===== src/hw/rtl/rsrt_ram.sv =====
`timescale 1ns / 1ps

module rsrt_ram #(
   parameter int WIDTH  = 16,
   parameter int DEPTH  = 32,
   parameter int ADDR_W = (DEPTH > 1) ? $clog2(DEPTH) : 1
) (
   input  logic              clock,
   input  logic              wr_en,
   input  logic [ADDR_W-1:0] wr_addr,
   input  logic [WIDTH-1:0]  wr_data,
   input  logic              rd_en,
   input  logic [ADDR_W-1:0] rd_addr,
   output logic [WIDTH-1:0]  rd_data
);

   logic [WIDTH-1:0] mem [DEPTH];
   logic [WIDTH-1:0] rd_data_ff;

   // Write port
   always_ff @(posedge clock) begin
      if (wr_en) begin
         mem[wr_addr] <= wr_data;
      end
   end

   // Registered read, hold when not enabled
   always_ff @(posedge clock) begin
      if (rd_en) begin
         rd_data_ff <= mem[rd_addr];
      end
   end

   assign rd_data = rd_data_ff;

endmodule


===== config.mk =====
export PLATFORM = sky130hd
export DESIGN_NAME = rsrt_ram
export DESIGN_NICKNAME = d
export VERILOG_FILES = /design/src/hw/rtl/rsrt_ram.sv
export SDC_FILE = /design/constraint.sdc
export NUM_CORES = 1
export LEC_CHECK = 0
export BUFFER_PORTS_ARGS = -buffer_cell sky130_fd_sc_hd__buf_2
export CAP_MARGIN = 20
export CORE_MARGIN = 4
export CORE_UTILIZATION = 51
export DETAILED_ROUTE_END_ITERATION = 6
export GPL_ROUTABILITY_DRIVEN = 1
export PLACE_DENSITY = 0.64
export SLEW_MARGIN = 20
export SYNTH_ARGS = -nofsm -noshare
export SYNTH_HDL_FRONTEND = slang
export SYNTH_SLANG_ARGS = --single-unit

===== constraint.sdc =====
create_clock -name clock -period 6.89 [get_ports clock]
set_clock_uncertainty 0.1 [all_clocks]
set_input_delay 1.7225 -clock clock [delete_from_list [all_inputs] [get_ports clock]]
set_output_delay 1.7225 -clock clock [all_outputs]
set_load 0.02 [all_outputs]

==> key figures <==
Global route
  • Antenna violations before repair: 1
  • Largest net degree at the start of global routing: 94
  • GRT Total Usage: 21.5%
  • Total gr overflow: 0
  • Global-route wire length before repair: 69.7 mm
  • Vias in the first global route: 10.3k

Yosys
  • Synth area leaders: edfxtp_1 77%, mux2i_1 12%, a22oi_1 2.3%
  • Synth top cells by count: 528 x edfxtp_1, 256 x mux2i_1, 64 x a22oi_1
  • Yosys warnings: 0
  • Post-synth EDFFs: 528
  • Syn nets: 1172
  • Synthesized area per cell: 18.1 um^2
  • Synth top area share: 76.6%
  • Cell variety after synth: 25
  • Mapped Area: 20700 um^2
  • Most used DFF post-synth: edfxtp_1
  • Seq cells post-synth: 528
  • Cells after Synth: 1143
  • Post-synthesis sequential area ratio: 76.6%
  • Most frequent cell after synthesis: edfxtp_1
  • Async SR Flop Fraction: 0%
  • Yosys top cell by area: edfxtp_1

Worst setup path
  • Reg2reg start: mem[1][9]
  • CP top delay family: buffers and inverters
  • Levels on crit path: 7
  • Worst Setup SP: rd_addr[0]
  • CP peak stage delay: 690 ps
  • CP cell instances: buf_8 > buf_12 > mux2i_1 > a22o_1 > nor3_1 > a31oi_1 > nand3_1
  • Flop2flop setup slack: 5050 ps
  • Worst setup path endpoint: rd_data[4]
  • CP bufs+invs: 2
  • CP Max Fanout: 93
  • Worst EP required: 7090 ps
  • CP endpoint kind: register
  • Slowest-stage cell, CP: buf_8
  • Critical path class: primary input to register
  • CP arrival: 4290 ps
  • Critical Path Source Type: primary input
  • Worst R2R End: rd_data[9]
  • FF-to-FF path depth: 5

Route
  • DR iter-0 viols: 1021
  • Total wire length: 47.7 mm
  • DR WL/cell: 26.8 um
  • DRC viols: 0
  • 1st-pass router iterations: 5
  • Vias: 10.7k
  • Antenna viol nets, final: 0
  • Via/cell ratio: 6.00

Die
  • Core ar.: 39900 um^2
  • Die area: 43900 um^2
  • Row count: 73
  • Initial Util: 51.9%
  • Boundary Pins: 45
  • DIE HEIGHT: 209 um
  • DIE WIDTH: 209 um

STA
  • # setup viols final: 0
  • Slew Limit Fails: 0
  • Final TNS setup: 0 ps
  • Part of the cycle the worst path needs: 59.4%
  • Worst-Margin Slew: 1020 ps
  • Fin crit period: 4090 ps
  • Slew HR: 31.8%
  • Peak Freq: 244 MHz
  • Number of hold violations in the final report: 0
  • Unrepaired setup endpoints after global routing: false

Clock tree
  • Setup repair bufs after CTS: 0
  • Worst skew pair latency: 590 ps
  • H-Tree Depth: 2
  • Post-CTS sizing: 0
  • Number of buffers created by CTS: 51
  • Clock sink total: 528
  • Clock transition at path regs: 60 ps
  • CTS tree: done
  • Clock root buffer: clkbuf_16
  • Clk buf depth: 3
  • Cts-stage hold buffer count: 0

Finish
  • Post-route insts no fill: 1783
  • Area growth syn-to-layout: 10.8%
  • Share of layout cells above drive strength 1: 12.6%
  • Post-layout nets: 1245
  • Filler instances: 2985
  • Final core utilization: 57.5%

Power
  • Pint: 5.13 mW
  • Worst vdd ir: 0.215 mV
  • P_leak: 7.98 nW
  • Pwr per Cell Area: 284 nW/um^2
  • Combinational power share: 5.4%
  • Clock share of power: 39.4%
  • Power Total: 6.52 mW
  • Reg power frac: 55.2%
  • Psw: 1.39 mW
  • Sw frac: 21.4%

Placement
  • DP HPWL: 27.4 mm
  • Final GP Congestion: 0.783
  • Port Buffers: 44
  • Post-Place Cells: 1688

Job
  • Max_cap viols: 0

Min path
  • Hold Path Class: register to register

Outcome
  • Status: finished, final reports clean
-- worst min-delay path by stage --
stage | startpoint | endpoint | cells after the start
floorplan | mem[16][10] | rd_data[10] | 4
global placement | mem[16][12] | rd_data[12] | 4
CTS | mem[16][12] | rd_data[12] | 4
finish | mem[11][0] | rd_data[0] | 4
global route | mem[11][0] | rd_data[0] | 4
detailed placement | mem[11][0] | rd_data[0] | 4
-- stage by stage --
stage / hold slack (ps) / area, um^2 / setup slack [ps]
after floorplan: 529 / 20700 / 3330
after global placement: 588 / 21400 / 2300
after detailed placement: 608 / 21400 / 2260
after CTS: 603 / 22900 / 2890
after global routing: 640 / 22900 / 2760
final: 613 / 22900 / 2800
-- sequential cells by signal (all words and copies together) (netlist names) --
| signal | flops |
|---|---|
| mem | 512 |
| rd_data | 16 |
-- power groups by stage --
stage	Clock, mW	Combinational, mW	Sequential, mW
2_1_floorplan	0	0.201	3.67
4_1_cts	2.61	0.355	3.60
6_report	2.57	0.352	3.60
5_1_grt	2.76	0.375	3.60
3_5_place_dp	0	0.353	3.67
3_3_place_gp	0	0.350	3.66
-- cell families (layout without fill, tap and decap cells) --
kind of cell           Yosys count  in the layout  synth area share (%)
muxes                          256            256                  12.4
buffers and inverters           67            180                  2.61
DFF                            528            528                  76.6
other                            0              2                     0
AOI/OAI and AO/OA              144            144                  4.93
and+or+nand+nor                148            148                  3.46
-- worst min-delay path, delay by kind of cell, from the launching register on --
family           cells  cell delay [ps]
flip-flops           1              320
AND/OR/NAND/NOR      3              220
multiplexers         1               70
-- cells in the final DEF, fill, tap and decap left out, types with 3 or more instances in the layout --
master,netlist,routed
buf_2,19,43
nand4_1,16,16
buf_4,19,41
a22o_1,32,32
clkinv_2,0,9
nand3b_1,5,5
clkbuf_1,12,13
clkbuf_16,0,51
nor2_1,33,33
mux2i_1,256,256
nand3_1,34,34
nand2_1,33,33
edfxtp_1,528,528
or3b_2,3,3
nor3_1,16,16
clkinv_1,0,16
a31oi_1,16,16
a22oi_1,64,64
a21oi_1,32,32
-- cell type report --
class	count	area, um^2	share of cell area, %
multi-input cells	548	4320	18.8
clock buffers	64	1330	5.78
well taps	525	657	2.86
flip-flops and latches	528	15900	69.1
repair buffers	87	578	2.52
diodes	2	5.00	0.0218
clock inverters	29	198	0.862
-- routing by layer --
metal | track usage (%) | vias up | routed length [um]
met5 | 0 | - | 0
met4 | 6.44 | 0 | 1150
met3 | 3.95 | 73 | 4140
met2 | 33.6 | 428 | 22600
met1 | 31.4 | 5473 | 19900
li1 | - | 4726 | -
(Power assumes the default switching activity.)
