===== src/hw/rtl/rsrt_pkg.sv =====
`timescale 1ns / 1ps

package rsrt_pkg;

   // Default number of shadow entries
   localparam int TABLE_DEPTH_DEF = 32;

   // Result status codes
   localparam logic [2:0] STATUS_APPENDED = 3'd0;
   localparam logic [2:0] STATUS_UPDATED  = 3'd1;
   localparam logic [2:0] STATUS_FULL     = 3'd2;
   localparam logic [2:0] STATUS_REPLAY   = 3'd3;
   localparam logic [2:0] STATUS_EMPTY    = 3'd4;

   // Request kinds
   localparam logic KIND_SAVE   = 1'b0;
   localparam logic KIND_REPLAY = 1'b1;

   typedef enum logic [1:0] {
      ST_IDLE,
      ST_SEARCH,
      ST_RESP,
      ST_REPLAY
   } state_type;

   // Datapath flags seen by the sequencer
   typedef struct packed {
      logic req_fire;
      logic req_kind;
      logic pend;
      logic hit;
      logic scan_end;
      logic full;
      logic count_zero;
      logic out_free;
      logic last_entry;
   } seq_stat_type;

   // Sequencer commands to the datapath
   typedef struct packed {
      logic       req_ready;
      logic       clear_scan;
      logic       rd_en;
      logic       consume;
      logic       wr_hit;
      logic       wr_append;
      logic       status_load;
      logic [2:0] status_code;
      logic       out_load_single;
      logic       out_load_entry;
   } seq_ctrl_type;

endpackage


===== src/hw/rtl/rsrt_seq.sv =====
`timescale 1ns / 1ps

module rsrt_seq
   import rsrt_pkg::*;
(
   input  logic         clock,
   input  logic         reset,
   input  seq_stat_type stat,
   output seq_ctrl_type ctrl
);

   state_type state_ff;
   state_type state_in;

   logic hit_now;

   assign hit_now = stat.pend && stat.hit;

   // State register
   always_ff @(posedge clock) begin
      if (reset) begin
         state_ff <= ST_IDLE;
      end else begin
         state_ff <= state_in;
      end
   end

   // Next state
   always_comb begin
      state_in = state_ff;
      case (state_ff)
         ST_IDLE: begin
            if (stat.req_fire) begin
               if (stat.req_kind == KIND_SAVE) begin
                  state_in = ST_SEARCH;
               end else if (stat.count_zero) begin
                  state_in = ST_RESP;
               end else begin
                  state_in = ST_REPLAY;
               end
            end
         end
         ST_SEARCH: begin
            if (hit_now || stat.scan_end) begin
               state_in = ST_RESP;
            end
         end
         ST_RESP: begin
            if (stat.out_free) begin
               state_in = ST_IDLE;
            end
         end
         ST_REPLAY: begin
            if (stat.pend && stat.out_free && stat.last_entry) begin
               state_in = ST_IDLE;
            end
         end
         default: begin
            state_in = ST_IDLE;
         end
      endcase
   end

   // Command outputs
   always_comb begin
      ctrl = '0;
      case (state_ff)
         ST_IDLE: begin
            ctrl.req_ready  = 1'b1;
            ctrl.clear_scan = stat.req_fire;
            if (stat.req_fire && stat.req_kind == KIND_REPLAY && stat.count_zero) begin
               ctrl.status_load = 1'b1;
               ctrl.status_code = STATUS_EMPTY;
            end
         end
         ST_SEARCH: begin
            // Compare the entry read last cycle while fetching the next one
            ctrl.consume = 1'b1;
            if (hit_now) begin
               ctrl.wr_hit      = 1'b1;
               ctrl.status_load = 1'b1;
               ctrl.status_code = STATUS_UPDATED;
            end else if (stat.scan_end) begin
               ctrl.wr_append   = !stat.full;
               ctrl.status_load = 1'b1;
               ctrl.status_code = stat.full ? STATUS_FULL : STATUS_APPENDED;
            end else begin
               ctrl.rd_en = 1'b1;
            end
         end
         ST_RESP: begin
            ctrl.out_load_single = stat.out_free;
         end
         ST_REPLAY: begin
            // Stream entries, one per cycle while the output drains
            ctrl.consume        = stat.out_free;
            ctrl.out_load_entry = stat.pend && stat.out_free;
            ctrl.rd_en          = !stat.scan_end && (!stat.pend || stat.out_free);
         end
         default: begin
            ctrl = '0;
         end
      endcase
   end

endmodule


===== config.mk =====
export PLATFORM = sky130hd
export DESIGN_NAME = rsrt_seq
export DESIGN_NICKNAME = d
export VERILOG_FILES = /design/src/hw/rtl/rsrt_pkg.sv /design/src/hw/rtl/rsrt_seq.sv
export SDC_FILE = /design/constraint.sdc
export NUM_CORES = 1
export LEC_CHECK = 0
export ABC_AREA = 1
export BUFFER_PORTS_ARGS = -buffer_cell sky130_fd_sc_hd__buf_4
export CAP_MARGIN = 10
export CORE_AREA = 8 8 45 47
export DETAILED_ROUTE_END_ITERATION = 8
export DIE_AREA = 0 0 53 55
export SLEW_MARGIN = 20
export SYNTH_ARGS = -nofsm -noshare
export SYNTH_HDL_FRONTEND = slang
export SYNTH_SLANG_ARGS = --single-unit
export TNS_END_PERCENT = 20

===== constraint.sdc =====
create_clock -name clock -period 1 [get_ports clock]
set_input_delay 0.05 -clock clock [delete_from_list [all_inputs] [get_ports clock]]
set_output_delay 0.05 -clock clock [all_outputs]
set_load 0.01 [all_outputs]

==> qor.yml <==
status: "complete, but fails checks"
violations: "setup timing"
drc: 0
grt_pass1_vias: 398
p_sw_share_pct: 40.2
cts-root-buf: "clkbuf_4"
worstSetupPathType: "flop to output port"
area_growth_pct: 107
nets: 95
drv_slew: 0
ios: 23
worstSetupEndpoint: "ctrl[5]"
tightest_slew_ns: 0.160
finish.instance_area_sq_um: 594
synthCells: 49
holdBufCountCts: 0
overflow: 0
wl_per_cell_um: 9.73
hold-worst-slack_ns: 0.0746
synth_seq_cells: 2
die_area_sq_um: 2920
synth_fp_nets: 60
regMostFlops: "state_ff"
reg2reg_to: "state_ff[0]"
grt_use_total_pct: 7.04
gp_congestion: 0.723
grt-busiest-layer: "met2"
cts_max_level: 1
die_w_um: 53
rrSetupSlack_ns: -0.04
r2r_start: "state_ff[0]"
power_switching_w: 0.000444
ys_warn_count: 0
worst-r2r-cell-count: 6
cts_sinks: 2
endpoint_kind: "output port"
slew_headroom_pct: 89.3
p_int_w: 0.000660
seqPwrFrac_pct: 15.4
grt_use_met3_pct: 4.28
crit_start: "state_ff[0]"
drt_wl_total_um: 954
vias_per_cell: 4.20
die_h_um: 55
yosysSeqAreaShare_pct: 13.9
place_area_sq_um: 520
hpwlAfterDp_um: 848
cts_tree: "done"
synth.cell_area_sq_um: 288
power.share.clock_pct: 16.0
cap_violations: 0
floorplan.initialDensity_pct: 20.8
period_needed_ns: 1.17
pre_cts_ws_ns: -0.114
power_leakage_nw: 0.319
clk_latency_ns: 0.22
largest_register_ffs: 2
grt_max_degree: 6
core_sq_um: 1380
dr.pass1.iters: 2
vias: 412
syn_area_per_cell_sq_um: 5.87
max_freq_mhz: 852
path_clk_slew_ns: 0.03
first_iter_violations: 1
synthDistinctLibCells: 20
gr-usage-met1_pct: 6.06
reg_top3: "state_ff (2)"
powerDensity_nw_per_um2: 1860
port_buffers: 22
n_fill_cell: 156
num_antenna_cells: 0
met2_usage_pct: 14.3
rows: 14
cp-start-kind: "flop"
setup_slack_ns: -0.174
clk_path_buf_depth: 2
pwr-share-comb_pct: 68.6
antenna_found_initial: 0
min_period_over_period_pct: 117
final_core_utilization_pct: 42.9
setup_violations: 13
rsz0062_at_grt: "yes"
hold_violations: 0
ant_nets: 0
grt_first_pass_wirelength_mm: 1.56
ir_drop_mv: 0.964
drive_gt1_share_pct: 64.6
worst_hold_path_type: "input pin to flop"
worstPathArrival_ns: 1.12
required_ns: 0.95
numCtsBuffers: 3
critPathMaxFanout: 3
fin_skew_ns: 0.00504
## worst max-delay path, cell delays in order, from the launching register on
cell	delay, ns
dfxtp_4	0.37
inv_4	0.04
nor2_4	0.10
inv_2	0.06
a21oi_2	0.11
or2_1	0.12
buf_6	0.10
## kinds of logic after synthesis
kind of cell / count (synthesis) / share of synthesized area, %
AND/OR/NAND/NOR: 32 / 59.1
buffers and inverters: 10 / 17.0
AO/OA/AOI/OAI: 5 / 10.0
flip-flops: 2 / 13.9
## how the worst min path moves through the flow
stage | end | startpoint | cells after the start | slack (ns)
5_1_grt | state_ff[0] | reset | 3 | 0.09
3_3_place_gp | state_ff[1] | reset | 4 | 0.31
2_1_floorplan | ctrl[6] | stat[3] | 1 | 0.15
3_5_place_dp | state_ff[1] | reset | 4 | 0.31
6_report | state_ff[1] | reset | 4 | 0.07
4_1_cts | state_ff[1] | reset | 4 | 0.07
## power by group through the flow
stage                     Combinational [W]  Sequential (W)  Clock (W)
after floorplan                    0.000384        0.000126          0
after global placement             0.000669        0.000152          0
after detailed placement           0.000680        0.000152          0
after CTS                          0.000766        0.000170   0.000186
after global routing               0.000830        0.000174   0.000199
final                              0.000758        0.000170   0.000177
## area by class of cell
cell class,instances,area (sq um),share of cell area (%)
Timing Repair Buffer,32,251,42.3
Clock buffer,3,22.5,3.79
Multi-Input combinational cell,37,220,37.1
Sequential cell,2,47.5,8.00
Tap cell,16,20.0,3.37
Inverter,8,32.5,5.47
## cells in the final DEF (no fill, tap or decap)
| cell type | n |
|---|---|
| nand2_1 | 8 |
| buf_4 | 29 |
| nor3_4 | 1 |
| inv_4 | 1 |
| nor2_2 | 1 |
| dfxtp_4 | 2 |
| nand4_1 | 1 |
| inv_2 | 2 |
| a21oi_2 | 3 |
| nor2_4 | 2 |
| clkbuf_4 | 3 |
| buf_6 | 3 |
| nand3_1 | 2 |
| o21ai_0 | 2 |
| nor2_1 | 8 |
| inv_1 | 5 |
| nand2_2 | 4 |
| nor3_1 | 1 |
| or2_1 | 2 |
| nor3_2 | 1 |
| nand3_2 | 1 |
## synthesized netlist by cell type
cell type  instances  area share [%]
a21oi_1            2             3.5
a21oi_2            1             3.0
buf_4              1             2.6
buf_6              1             3.9
dfxtp_1            2              14
inv_1              7             9.1
inv_2              1             1.3
nand2_1            9              12
nand2_2            3             6.5
nand3_1            2             3.5
nand3_2            1             3.5
nand4_1            1             2.2
nor2_1             8              10
nor2_2             1             2.2
nor2_4             2             7.8
nor3_1             2             3.5
nor3_2             1             3.5
o21ai_0            2             3.5
or2_0              1             2.2
or2_1              1             2.2
## per-layer routing
| metal | part of all wire (%) | routed length [um] | vias to the layer above |
|---|---|---|---|
| met1 | 39 | 369 | 183 |
| met4 | 0 | 0 | 0 |
| met5 | 0 | 0 | - |
| met2 | 55 | 522 | 7 |
| li1 | - | - | 222 |
| met3 | 6.5 | 62 | 0 |
## per-stage QoR
step | total power [W] | cells | TNS [ns]
2_1_floorplan | 0.000510 | 49 | -0.0584
6_report | 0.00110 | 98 | -1.33
3_5_place_dp | 0.000832 | 93 | -0.300
3_3_place_gp | 0.000820 | 93 | -0.237
4_1_cts | 0.00112 | 98 | -1.50
5_1_grt | 0.00120 | 98 | -2.19
## what timing repair did
| action | 4_1_cts | 5_1_grt |
|---|---|---|
| resized for setup | 13 | 2 |
| pin swaps | 1 | 0 |
| setup endpoints to repair | 14 | 14 |
| buffers inserted | 2 | 0 |
No activity file was read; power rests on OpenSTA's default activity.
